[src/design/cor_pkg.sv]
// ----------------------------------------------------------------------------
// cor_pkg
// Shared constants for the circle octant rasterizer: default widths,
// register map, output beat numbering and point kinds.
// ----------------------------------------------------------------------------
package cor_pkg;

  // default widths of centre coordinates and radius
  localparam int unsigned CoordBitsDef  = 12;
  localparam int unsigned RadiusBitsDef = 11;

  // fixed field widths
  localparam int unsigned ColorBits = 24;
  localparam int unsigned PtBits    = 14;
  localparam int unsigned ApbData   = 32;
  localparam int unsigned ApbAddr   = 4;

  // register index, taken from paddr[3:2]
  localparam logic [1:0] RegCenterX = 2'd0;
  localparam logic [1:0] RegCenterY = 2'd1;
  localparam logic [1:0] RegRadius  = 2'd2;
  localparam logic [1:0] RegColor   = 2'd3;

  // output beats within one step: the centre marker, then eight octant points
  localparam int unsigned BeatBits = 4;
  localparam logic [BeatBits-1:0] BeatMarker = 4'd0;
  localparam logic [BeatBits-1:0] BeatFirst  = 4'd1;
  localparam logic [BeatBits-1:0] BeatLast   = 4'd8;

  // point kinds
  localparam logic KindCircle = 1'b0;
  localparam logic KindMarker = 1'b1;

endpackage

[src/design/cor_regs.sv]
// ----------------------------------------------------------------------------
// cor_regs
// APB-style configuration registers: centre, radius and colour.
// ----------------------------------------------------------------------------
module cor_regs import cor_pkg::*; #(
  parameter int unsigned CoordBits  = CoordBitsDef,
  parameter int unsigned RadiusBits = RadiusBitsDef
) (
  input  logic                  clk_i,
  input  logic                  rst_ni,
  input  logic                  psel,
  input  logic                  penable,
  input  logic                  pwrite,
  input  logic [ApbAddr-1:0]    paddr,
  input  logic [ApbData-1:0]    pwdata,
  output logic [ApbData-1:0]    prdata,
  output logic                  pready,
  output logic [CoordBits-1:0]  center_x_o,
  output logic [CoordBits-1:0]  center_y_o,
  output logic [RadiusBits-1:0] radius_o,
  output logic [ColorBits-1:0]  color_o
);

  logic [CoordBits-1:0]  center_x_q;
  logic [CoordBits-1:0]  center_y_q;
  logic [RadiusBits-1:0] radius_q;
  logic [ColorBits-1:0]  color_q;
  logic                  wr_en;
  logic [1:0]            reg_idx;

  assign pready  = 1'b1;
  assign wr_en   = psel & penable & pwrite;
  assign reg_idx = paddr[3:2];

  // register writes on the access phase
  always_ff @(posedge clk_i or negedge rst_ni) begin
    if (!rst_ni) begin
      center_x_q <= '0;
      center_y_q <= '0;
      radius_q   <= '0;
      color_q    <= '0;
    end else if (wr_en) begin
      unique case (reg_idx)
        RegCenterX: center_x_q <= pwdata[CoordBits-1:0];
        RegCenterY: center_y_q <= pwdata[CoordBits-1:0];
        RegRadius:  radius_q   <= pwdata[RadiusBits-1:0];
        RegColor:   color_q    <= pwdata[ColorBits-1:0];
        default:    ;
      endcase
    end
  end

  // read-back mux
  always_comb begin
    prdata = '0;
    unique case (reg_idx)
      RegCenterX: prdata = ApbData'(center_x_q);
      RegCenterY: prdata = ApbData'(center_y_q);
      RegRadius:  prdata = ApbData'(radius_q);
      RegColor:   prdata = ApbData'(color_q);
      default:    prdata = '0;
    endcase
  end

  assign center_x_o = center_x_q;
  assign center_y_o = center_y_q;
  assign radius_o   = radius_q;
  assign color_o    = color_q;

endmodule

[src/design/cor_isqrt.sv]
// ----------------------------------------------------------------------------
// cor_isqrt
// Iterative integer square root, one result bit per cycle. Returns the
// floor root and the remainder v - root*root.
// ----------------------------------------------------------------------------
module cor_isqrt import cor_pkg::*; #(
  parameter int unsigned RootBits = RadiusBitsDef
) (
  input  logic                  clk_i,
  input  logic                  rst_ni,
  input  logic                  start_i,
  input  logic [2*RootBits-1:0] radicand_i,
  output logic                  done_o,
  output logic [RootBits-1:0]   root_o,
  output logic [RootBits+1:0]   rem_o
);

  localparam int unsigned CntBits = $clog2(RootBits + 1);
  localparam int unsigned CurBits = RootBits + 4;

  logic                  busy_q, busy_d;
  logic                  done_q, done_d;
  logic [CntBits-1:0]    cnt_q, cnt_d;
  logic [2*RootBits-1:0] rad_q, rad_d;
  logic [RootBits-1:0]   root_q, root_d;
  logic [RootBits+1:0]   rem_q, rem_d;
  logic [CurBits-1:0]    cur;
  logic [CurBits-1:0]    trial;

  // partial remainder with the next two radicand bits, and the trial value
  assign cur   = {rem_q, rad_q[2*RootBits-1 -: 2]};
  assign trial = CurBits'({root_q, 2'b01});

  always_comb begin
    busy_d = busy_q;
    done_d = 1'b0;
    cnt_d  = cnt_q;
    rad_d  = rad_q;
    root_d = root_q;
    rem_d  = rem_q;
    if (start_i) begin
      busy_d = 1'b1;
      cnt_d  = '0;
      rad_d  = radicand_i;
      root_d = '0;
      rem_d  = '0;
    end else if (busy_q) begin
      // one restoring step
      rad_d = {rad_q[2*RootBits-3:0], 2'b00};
      if (cur >= trial) begin
        rem_d  = (RootBits+2)'(cur - trial);
        root_d = {root_q[RootBits-2:0], 1'b1};
      end else begin
        rem_d  = (RootBits+2)'(cur);
        root_d = {root_q[RootBits-2:0], 1'b0};
      end
      cnt_d = cnt_q + 1'b1;
      if (cnt_q == CntBits'(RootBits - 1)) begin
        busy_d = 1'b0;
        done_d = 1'b1;
      end
    end
  end

  always_ff @(posedge clk_i or negedge rst_ni) begin
    if (!rst_ni) begin
      busy_q <= 1'b0;
      done_q <= 1'b0;
      cnt_q  <= '0;
    end else begin
      busy_q <= busy_d;
      done_q <= done_d;
      cnt_q  <= cnt_d;
    end
  end

  // datapath registers
  always_ff @(posedge clk_i) begin
    rad_q  <= rad_d;
    root_q <= root_d;
    rem_q  <= rem_d;
  end

  assign done_o = done_q;
  assign root_o = root_q;
  assign rem_o  = rem_q;

endmodule

[src/design/circle_octant_rasterizer_top.sv]
// ----------------------------------------------------------------------------
// circle_octant_rasterizer_top
// Circle outline rasterizer: one octant point per step, square root by an
// iterative unit, eight mirrored points out per step (after a centre marker on restart).
// ----------------------------------------------------------------------------
// A restart transaction begins a circle at column offset 0 and emits the
// centre marker followed by eight mirrored points; each later transaction
// advances the offset by one and emits eight points. The octant height is
// the rounded integer square root of r*r - x*x. A step whose x is not below
// its height flags circle_done, after which plain advance transactions emit
// nothing. A drawing step passes through the shared multiplier and the
// subtractor, then the bit-serial square root (the dominant loop), then
// emits its 8 or 9 output points. The input is not ready while a step is in
// progress; the last point of a step may still wait in the output register
// while the next transaction is taken.
// ----------------------------------------------------------------------------
module circle_octant_rasterizer_top import cor_pkg::*; #(
  parameter int unsigned CoordBits  = CoordBitsDef,
  parameter int unsigned RadiusBits = RadiusBitsDef
) (
  input  logic                     clk_i,
  input  logic                     rst_ni,
  // configuration port
  input  logic                     psel,
  input  logic                     penable,
  input  logic                     pwrite,
  input  logic [ApbAddr-1:0]       paddr,
  input  logic [ApbData-1:0]       pwdata,
  output logic [ApbData-1:0]       prdata,
  output logic                     pready,
  // input channel
  input  logic                     in_valid_i,
  output logic                     in_ready_o,
  input  logic                     restart_i,
  // output channel
  output logic                     out_valid_o,
  input  logic                     out_ready_i,
  output logic signed [PtBits-1:0] point_x_o,
  output logic signed [PtBits-1:0] point_y_o,
  output logic                     point_kind_o,
  output logic [ColorBits-1:0]     point_color_o,
  output logic                     last_of_step_o,
  output logic                     circle_done_o
);

  localparam int unsigned MaxIn  = (CoordBits > RadiusBits) ? CoordBits : RadiusBits;
  localparam int unsigned CalcW  = (MaxIn + 2 > PtBits) ? MaxIn + 2 : PtBits;
  localparam int unsigned SqBits = 2 * RadiusBits;

  typedef enum logic [4:0] {
    S_IDLE  = 5'b00001,
    S_MUL_R = 5'b00010,
    S_MUL_X = 5'b00100,
    S_DIFF  = 5'b01000,
    S_SQRT  = 5'b10000
  } state_e;

  logic [CoordBits-1:0]  center_x;
  logic [CoordBits-1:0]  center_y;
  logic [RadiusBits-1:0] radius;
  logic [ColorBits-1:0]  color;

  state_e                state_q, state_d;
  logic                  emit_q, emit_d;
  logic                  active_q, active_d;
  logic                  restart_q, restart_d;
  logic [RadiusBits-1:0] offset_q, offset_d;
  logic [BeatBits-1:0]   beat_q, beat_d;
  logic [SqBits-1:0]     prod_q;
  logic [SqBits-1:0]     r2_q;
  logic [RadiusBits-1:0] y_q;
  logic [RadiusBits-1:0] mul_op;
  logic [SqBits-1:0]     diff;
  logic                  sqrt_start;
  logic                  sqrt_done;
  logic [RadiusBits-1:0] sqrt_root;
  logic [RadiusBits+1:0] sqrt_rem;
  logic                  in_acc;
  logic                  load;
  logic                  step_done;

  logic                  out_valid_q, out_valid_d;
  logic [PtBits-1:0]     point_x_q, point_y_q;
  logic                  kind_q;
  logic [ColorBits-1:0]  color_q;
  logic                  last_q;
  logic                  done_q;

  // selected point offsets for the current beat
  logic [RadiusBits-1:0] h_mag, v_mag;
  logic                  h_neg, v_neg;
  logic [CalcW-1:0]      px, py;

  cor_regs #(
    .CoordBits  (CoordBits),
    .RadiusBits (RadiusBits)
  ) u_regs (
    .clk_i      (clk_i),
    .rst_ni     (rst_ni),
    .psel       (psel),
    .penable    (penable),
    .pwrite     (pwrite),
    .paddr      (paddr),
    .pwdata     (pwdata),
    .prdata     (prdata),
    .pready     (pready),
    .center_x_o (center_x),
    .center_y_o (center_y),
    .radius_o   (radius),
    .color_o    (color)
  );

  cor_isqrt #(
    .RootBits (RadiusBits)
  ) u_isqrt (
    .clk_i      (clk_i),
    .rst_ni     (rst_ni),
    .start_i    (sqrt_start),
    .radicand_i (diff),
    .done_o     (sqrt_done),
    .root_o     (sqrt_root),
    .rem_o      (sqrt_rem)
  );

  // shared squaring multiplier: radius first, then column offset
  assign mul_op = (state_q == S_MUL_R) ? radius : offset_q;

  always_ff @(posedge clk_i) begin
    prod_q <= SqBits'(mul_op) * SqBits'(mul_op);
    if (state_q == S_MUL_X) begin
      r2_q <= prod_q;
    end
    // round to nearest: remainder above the floor root bumps it
    if (sqrt_done) begin
      y_q <= (sqrt_rem > (RadiusBits+2)'(sqrt_root)) ? sqrt_root + 1'b1 : sqrt_root;
    end
  end

  // radicand clamped at zero
  assign diff       = (r2_q > prod_q) ? r2_q - prod_q : '0;
  assign sqrt_start = (state_q == S_DIFF);

  assign in_ready_o = (state_q == S_IDLE) && !emit_q;
  assign in_acc     = in_valid_i && in_ready_o;
  assign load       = emit_q && (!out_valid_q || out_ready_i);
  assign step_done  = (offset_q >= y_q);

  // step sequencer
  always_comb begin
    state_d   = state_q;
    emit_d    = emit_q;
    active_d  = active_q;
    restart_d = restart_q;
    offset_d  = offset_q;
    beat_d    = beat_q;
    unique case (state_q)
      S_IDLE: begin
        if (in_acc && (restart_i || active_q)) begin
          restart_d = restart_i;
          if (restart_i) begin
            offset_d = '0;
            active_d = 1'b1;
          end
          state_d = S_MUL_R;
        end
      end
      S_MUL_R: state_d = S_MUL_X;
      S_MUL_X: state_d = S_DIFF;
      S_DIFF:  state_d = S_SQRT;
      S_SQRT: begin
        if (sqrt_done) begin
          emit_d  = 1'b1;
          beat_d  = restart_q ? BeatMarker : BeatFirst;
          state_d = S_IDLE;
        end
      end
      default: state_d = S_IDLE;
    endcase
    // output beats run from the idle state, before the next transaction
    if (load) begin
      beat_d = beat_q + 1'b1;
      if (beat_q == BeatLast) begin
        emit_d   = 1'b0;
        offset_d = offset_q + 1'b1;
        if (step_done) begin
          active_d = 1'b0;
        end
      end
    end
  end

  always_ff @(posedge clk_i or negedge rst_ni) begin
    if (!rst_ni) begin
      state_q   <= S_IDLE;
      emit_q    <= 1'b0;
      active_q  <= 1'b0;
      restart_q <= 1'b0;
      offset_q  <= '0;
      beat_q    <= '0;
    end else begin
      state_q   <= state_d;
      emit_q    <= emit_d;
      active_q  <= active_d;
      restart_q <= restart_d;
      offset_q  <= offset_d;
      beat_q    <= beat_d;
    end
  end

  // mirror selection for the eight octants
  always_comb begin
    h_mag = '0;
    v_mag = '0;
    h_neg = 1'b0;
    v_neg = 1'b0;
    case (beat_q)
      4'd1: begin h_mag = offset_q; h_neg = 1'b0; v_mag = y_q;      v_neg = 1'b1; end
      4'd2: begin h_mag = offset_q; h_neg = 1'b1; v_mag = y_q;      v_neg = 1'b1; end
      4'd3: begin h_mag = y_q;      h_neg = 1'b1; v_mag = offset_q; v_neg = 1'b1; end
      4'd4: begin h_mag = y_q;      h_neg = 1'b1; v_mag = offset_q; v_neg = 1'b0; end
      4'd5: begin h_mag = offset_q; h_neg = 1'b1; v_mag = y_q;      v_neg = 1'b0; end
      4'd6: begin h_mag = offset_q; h_neg = 1'b0; v_mag = y_q;      v_neg = 1'b0; end
      4'd7: begin h_mag = y_q;      h_neg = 1'b0; v_mag = offset_q; v_neg = 1'b0; end
      4'd8: begin h_mag = y_q;      h_neg = 1'b0; v_mag = offset_q; v_neg = 1'b1; end
      default: ;
    endcase
  end

  assign px = h_neg ? CalcW'(center_x) - CalcW'(h_mag) : CalcW'(center_x) + CalcW'(h_mag);
  assign py = v_neg ? CalcW'(center_y) - CalcW'(v_mag) : CalcW'(center_y) + CalcW'(v_mag);

  // output register
  always_comb begin
    out_valid_d = out_valid_q;
    if (load) begin
      out_valid_d = 1'b1;
    end else if (out_ready_i) begin
      out_valid_d = 1'b0;
    end
  end

  always_ff @(posedge clk_i or negedge rst_ni) begin
    if (!rst_ni) begin
      out_valid_q <= 1'b0;
    end else begin
      out_valid_q <= out_valid_d;
    end
  end

  always_ff @(posedge clk_i) begin
    if (load) begin
      point_x_q <= px[PtBits-1:0];
      point_y_q <= py[PtBits-1:0];
      kind_q    <= (beat_q == BeatMarker) ? KindMarker : KindCircle;
      color_q   <= color;
      last_q    <= (beat_q == BeatLast);
      done_q    <= step_done;
    end
  end

  assign out_valid_o    = out_valid_q;
  assign point_x_o      = point_x_q;
  assign point_y_o      = point_y_q;
  assign point_kind_o   = kind_q;
  assign point_color_o  = color_q;
  assign last_of_step_o = last_q;
  assign circle_done_o  = done_q;

endmodule
[config.mk]
export PLATFORM = sky130hd
export DESIGN_NAME = circle_octant_rasterizer_top
export DESIGN_NICKNAME = d
export VERILOG_FILES = /design/src/design/cor_pkg.sv /design/src/design/cor_regs.sv /design/src/design/cor_isqrt.sv /design/src/design/circle_octant_rasterizer_top.sv
export SDC_FILE = /design/constraint.sdc
export NUM_CORES = 1
export LEC_CHECK = 0
export BUFFER_PORTS_ARGS = -buffer_cell sky130_fd_sc_hd__buf_4
export CAP_MARGIN = 20
export CORE_ASPECT_RATIO = 0.5
export CORE_MARGIN = 2
export CORE_UTILIZATION = 60
export CTS_CLUSTER_DIAMETER = 40
export DETAILED_ROUTE_END_ITERATION = 12
export GPL_TIMING_DRIVEN = 1
export PLACE_DENSITY = 0.8
export SKIP_CTS_REPAIR_TIMING = 1
export SLEW_MARGIN = 0
export SYNTH_ARGS = -nofsm -noshare
export SYNTH_HDL_FRONTEND = slang
export SYNTH_HIERARCHICAL = 1
export SYNTH_SLANG_ARGS = --single-unit
[constraint.sdc]
create_clock -name clk_i -period 8.02 [get_ports clk_i]
set_input_delay 1.203 -clock clk_i [delete_from_list [all_inputs] [get_ports clk_i]]
set_output_delay 1.203 -clock clk_i [all_outputs]
set_load 0.005 [all_outputs]
==> results of run 1 <==
[critical path: stages (launching register included)]
cell and delay (ns):
dfrtp_1 0.43, nor2_1 0.24, nand4bb_1 0.61, mux2i_1 0.92, nor2_1 0.20, fa_1 0.55
fa_1 0.52, fa_1 0.54, fa_1 0.55, inv_1 0.05, fa_1 0.54, inv_1 0.05
ha_1 0.38, a21o_1 0.20, a21o_1 0.17, a21oi_1 0.17, o31ai_1 0.13, a22oi_1 0.23
nor2b_1 0.20, xnor2_1 0.16
[per-stage QoR]
step	hold WS (ns)	std cells	util [%]	cell area, sq um
final	0.4374	2239	68.07	19600
after global routing	0.4554	2239	68.07	19600
after CTS	0.4388	2237	67.93	19560
after detailed placement	0.4127	2188	64.61	18600
after global placement	0.4119	2188	64.61	18600
after floorplan	0.4082	1730	-	17460
[per-layer routing]
metal  wire length, um  up-vias  part of all wire (%)  track usage, %
met5                 0        -                     0               0
met4               895        0                   2.3           6.420
met3              2349       67                   5.9           4.374
met2             18050      364                    46           42.01
met1             18330     6295                    46           38.07
li1                  -     6221                     -               -
[kinds of logic after synthesis]
kind of cell	Yosys count	synth area share, %
AO/OA/AOI/OAI	298	11.74
buffers and inverters	296	7.013
XOR/XNOR	77	3.869
multiplexers	124	8.735
flip-flops	243	36.73
adder cells (fa/ha/maj)	228	19.34
other	2	0.04308
AND/OR/NAND/NOR	455	12.54
[power by group]
group | internal, mW | switching, mW
clock | 0.744 | 0.561
sequential | 1.67 | 0.220
combinational | 1.12 | 1.43
[registers in the layout, summed over array words and instances (netlist names), 12 cells and up]
| signal | flops |
|---|---|
| point_y_o | 14 |
| u_regs/center_y_o | 12 |
| u_isqrt/rem_o | 13 |
| prod_q | 21 |
| u_regs/color_o | 24 |
| r2_q | 21 |
| point_color_o | 24 |
| u_regs/center_x_o | 12 |
| point_x_o | 14 |
| u_isqrt/rad_q | 22 |
[placed cells by master, fill, tap and decap left out, types with 9 or more instances in the layout]
cell       count
buf_4        129
nor2b_1       15
edfxtp_1     109
a21o_1        22
o21a_1        18
o21ai_1       20
inv_1        231
or3_1          9
conb_1         9
nand2b_1       9
a22oi_1       23
nor3_1        45
mux2_4        10
a211oi_1      17
and2_1         9
xor2_1        26
ha_1         159
fa_1          69
nand2_1      106
o211ai_1       9
dfrtp_1       88
dfxtp_1       45
nand3_1       36
o21ai_0       34
clkbuf_16     28
nand4_1       15
nor2_1       143
a21oi_1       69
and3_1        29
xnor2_1       51
mux2_2        75
o21bai_1      10
mux2i_1       28
mux4_2        11
[cell type report]
cell class                      instances  area (sq um)
Tap cell                              391         489.2
Clock buffer                           31         732.0
Inverter                              234         878.3
Fill cell                            2195          9194
Clock inverter                         18         224.0
Sequential cell                       243          6402
Timing Repair Buffer                  131          1007
Multi-Input combinational cell       1191          9866
[how the worst min path moves through the flow]
stage          startpoint        to
5_1_grt         prod_q[9]   r2_q[9]
3_3_place_gp    prod_q[2]   r2_q[2]
2_1_floorplan  prod_q[10]  r2_q[10]
6_report        prod_q[2]   r2_q[2]
3_5_place_dp    prod_q[2]   r2_q[2]
4_1_cts         prod_q[2]   r2_q[2]
==> results list, run 1 <==
* Setup violations, final: 0
- The clock period could shrink to 6.935 ns.
- Place WS: 1.132 ns
- The first global-routing pass estimated 65470 um of wire.
* Fin. max-slew vios: 0
* FP Rows: 44
- TritonCTS created 27 clock buffers.
- Final routed wire length divided by cell count: 17.70 um
- Overall overflow remaining after global route: 0
- The number of antenna diodes in the final layout is 0.
- In this run the remaining antenna-violating nets after routing total 0.
- The longest clock path from root to sink contains 3 buffers.
- R2r endpoint: prod_q[16]
- GRT Overall Usage: between 20% and 30%
* Vias in the first global route: 12650
* Cell Area, Synth: approximately 17000 sq um
- The number of antenna violations at the first check in global routing came to 2.
- Post-synthesis sequential area ratio: 36.73%
* Fin Setup TNS: 0 ns
- At the pin with the least slew margin, the transition time is 0.9964 ns.
- Detailed Route WL: between 30000 and 40000 um
- Period utilisation layout: 86.47%
- In the synthesized netlist the dominant register cell turns out to be edfxtp_1.
- In this run the vertical extent of the chip is approximately 120 um.
- Number of H-tree levels: 1
- Timing would allow up to 144.2 MHz.
- CTS Root Buffer Type: clkbuf_16
- In this run the worst setup path begins at state_q[3].
- At the worst endpoint, the arrival time is 7.38 ns.
- The tightest min-delay check is of the flop to flop type.
- Average instance area after synthesis: 10.12 sq um
- Worst Reg-to-Reg Cells: 19
- STA classifies the critical path startpoint as a flop.
* Worst-skew pair later-pin latency: 0.55 ns
* Via count normalized by instance count: 5.782
* TritonCTS clock tree: yes
* Clock-pin slew reported for the worst setup and hold paths after clock tree synthesis: about 0.070 ns
* Port Buffer Count: 114
* Dominant cell type by area after synthesis: edfxtp_1
- Minimum setup slack in the final design: ~1.1 ns
* Peak VDD IR: 0.1950 mV
- # IOs: 134
- Pwr per Cell Area: 293.5 nW/um^2
- Placer's final routability congestion estimate: roughly 0.93
- The flow ran to the end, and the final reports show no timing, DRC or antenna violations.
- Count of final hold-check violations: 0
* DRT Pass-1 Iters: 5
* Placeable core region: about 29000 sq um
* CP endpoint: prod_q[16]
* Critical path capture point type: flop
- Maximum fanout along the worst path: 10
- Largest cells by area after synthesis: edfxtp_1 (19%), dfrtp_1 (13%), ha_1 (11%), fa_1 (7.9%), dfxtp_1 (5.2%)
- Portion of synthesized cell area occupied by the leading cell type: 18.78%
- The worst hold path passes through 0 cells.
- Maximum number of pins on one net before global-route repair: 81
- Max capacitance violation total: 0
- Leakage power: 8.921 nW
- #FFs+latches synth: 243
- The worst register-to-register path begins at state_q[3].
* Commonest cells post-synth: inv_1 (232), ha_1 (159), nor2_1 (144)
- The first routing iteration left a little under 900 violations.
- The worst register-to-register path has a setup slack of 1.09 ns.
* Worst slew slack as a fraction of its limit: 33.28%
- Nets: 2100
* Worst clock skew: 0.02467 ns
* Category of the critical setup timing path: flop to flop
- Number of flops mapped to enable cells by yosys: 109
* Share of layout cells above drive strength 1: approximately 16%
- Half-perimeter wire length after detailed placement: 29000 um
* Most frequently used cell type in the post-synthesis netlist: inv_1
- Number of clock sinks seen by CTS: approximately 240
* Post-synthesis cell type count: 87
- Data on the critical path is required at its endpoint by between 8 and 9 ns.
- Relative area change from synthesis to final layout: 12.43%
- The die is 245.1 um wide.
- Via count of the routed design: 12950
- Yosys warnings: 6
- Proportion of synthesized flip-flops having asynchronous set or reset: a little over a third
- Die Area: 30510 sq um
- Total DRC errors in the routed layout: 0
- Starting density of the core: about three fifths
* Total power: 5.753 mW
* Number of instances in the synthesized netlist: roughly 1700
- RSZ-0062 raised after global routing: no
No activity file was read; power rests on OpenSTA's default activity.
==> run 2: changes to the inputs <==
--- a/config.mk
+++ b/config.mk
@@ -13,6 +13,7 @@
 export CTS_CLUSTER_DIAMETER = 40
 export DETAILED_ROUTE_END_ITERATION = 12
 export GPL_TIMING_DRIVEN = 1
+export MAX_ROUTING_LAYER = met4
 export PLACE_DENSITY = 0.8
 export SKIP_CTS_REPAIR_TIMING = 1
 export SLEW_MARGIN = 0
==> results list, run 2 (synthesized netlist as in run 1, its figures left out) <==
- Outcome: complete, no violations
- STA classifies the critical path endpoint as a flop.
- Worst R2R Start: state_q[3]
* Category of the critical setup timing path: flop to flop
* RSZ-0062 raised after global routing: no
- The analysis attributes to cell leakage a power of 8.859 nW.
* Maximum number of pins on one net before global-route repair: 76
* Clock power frac: 21.6%
- The internal portion of the total power is 3.503 mW.
- The first TritonRoute pass finished after 5 iterations.
- CTS saw 243 sinks.
- In this run the tightest slew margin relative to its limit is 22.36%.
- The count of nets left with antenna violations once routing finished came out at 0.
* First-pass GRT wire length: 64310 um
- Startpoint type of the worst setup path: flop
- The area growth from synthesis to layout is 11.74%.
- Number of H-tree levels: 1
* Count of final hold-check violations: 0
- In this run the tool buffered the top-level ports with 114 buffer cells.
- Fin. max-slew vios: 0
* Starting density of the core: 60.54%
- Overall overflow remaining after global route: 0
* Total DRC errors in the routed layout: 0
* Setup violations, final: 0
- Place WS: 0.9665 ns
* Switching power: 2.143 mW
* Placeable core region: 28790 sq um
* Num CTS Buffers: 25
* Class of the tightest hold or removal check: flop to flop
- Clock tree synthesis selected as its root buffer the cell clkbuf_16.
* Detailed Route WL: 38860 um
- The number of antenna violations at the first check in global routing was 0.
- Pwr per Cell Area: 289.9 nW/um^2
- Fin Setup TNS: 0 ns
- Clock-pin slew reported for the worst setup and hold paths after clock tree synthesis: 0.06 ns
- Half-perimeter wire length after detailed placement: 28710 um
* Overall die height: roughly 120 um
- Worst clock skew: 0.01978 ns
* Slew at the pin with the worst max-slew slack: 1.158 ns
- Max capacitance violation total: 0
* First element of the critical path: state_q[3]
- Based on the critical path, the design can be clocked at up to roughly 140 MHz.
- Combinational Power Share: about 45%
- Maximum fanout along the worst path: 7
- The first routing iteration left a little under 1000 violations.
* Worst-skew pair later-pin latency: 0.55 ns
- After floorplanning, the core was divided into 44 placement rows.
- For this run, the total global-route usage over all layers was measured as between 20% and 30%.
- Final Critical Period: 6.951 ns
* Crit path arrival time: 7.43 ns
- IR analysis of the VDD net gives a maximum drop of approximately 0.19 mV.
* Via count normalized by instance count: ~5.7
* # IOs: approximately 130
- Net switching is 37.96% of the power.
- The repair_antennas step left the layout with diodes totalling 0.
- STA puts the critical path data required time at 8.50 ns.
- Period utilisation layout: 86.67%
* Placer's final routability congestion estimate: 0.9233
* Minimum setup slack in the final design: between 1 and 1.5 ns
* Share of layout cells above drive strength 1: 15.52%
- The worst hold path begins at prod_q[2].
- Longest Clk Path Bufs: 3
- Nets: 2096
* Most common cell after layout, fill and taps aside: inv_1
- The number of global-route vias before repair came to 12450.
- Leaving out fill and tap cells, the most frequent cells in the layout are inv_1 (231), ha_1 (159), nor2_1 (143).
- Via count of the routed design: 12830
* Sequential share of power: roughly 34%
- TritonCTS built the clock tree.
- Die Area: 30510 sq um
* Post-Route Hold Slack: 0.4396 ns
- Die span in x: 245.1 um
- Final routed wire length divided by cell count: 17.39 um
[run 2: cell count changes in the layout (fill, tap and decap cells not counted), sizes merged]
cell	previous run	this run
clkinv	7	6
inv	242	238
bufinv	2	3
buf	131	129
clkbuf	31	32
[run 2: layout make-up]
cell class | instances | area [sq um]
flip-flops and latches | 243 | 6402
clock inverters | 14 | 192.7
repair buffers | 129 | 968.4
inverters | 234 | 878.3
fillers | 2159 | 9314
well taps | 391 | 489.2
multi-input cells | 1191 | 9866
clock buffers | 32 | 681.9
[run 2: worst paths after layout]
path / end / slack [ns] / depth (start not counted)
max: prod_q[21] / 1.07 / 22
min: r2_q[2] / 0.44 / 0
max reg2reg: prod_q[21] / 1.07 / 22
min reg2reg: r2_q[2] / 0.44 / 0
max in group asynchronous: u_isqrt/busy_q / 6.26 / 2
min in group asynchronous: beat_q[1] / 0.51 / 1
[run 2: per-layer routing]
| layer | GRT usage (%) | part of all wire (%) |
|---|---|---|
| met3 | 4.353 | 6.3 |
| met5 | - | 0 |
| met4 | 6.349 | 2.1 |
| met2 | 41.03 | 46 |
| met1 | 37.59 | 46 |
[run 2: stage by stage]
step                power, mW  utilization, %  cells  cell area [sq um]
floorplan               3.723               -   1730              17460
global placement        4.345           64.59   2187              18600
detailed placement      4.391           64.59   2187              18600
CTS                     5.638           67.63   2233              19470
global route            6.017           67.65   2234              19480
finish                  5.646           67.65   2234              19480
[run 2: power by group through the flow]
stage,clock (mW),sequential [mW],combinational (mW)
after CTS,1.24,1.89,2.51
after global routing,1.29,1.92,2.80
final,1.22,1.89,2.54
after floorplan,0,1.85,1.88
after global placement,0,1.89,2.45
after detailed placement,0,1.91,2.48
[run 2: critical path: stages (launching register included)]
cell       delay (ns)
dfrtp_1          0.42
nor2_1           0.26
nand4bb_1        0.46
mux2i_1          0.75
buf_4            0.29
nor2_1           0.09
inv_1            0.13
fa_1             0.43
fa_1             0.55
inv_1            0.06
fa_1             0.50
fa_1             0.55
inv_1            0.06
fa_1             0.54
inv_1            0.06
ha_1             0.24
or2_1            0.25
or2_0            0.23
o211ai_1         0.17
a21o_1           0.19
a21oi_1          0.13
or4_1            0.42
nand3_1          0.10
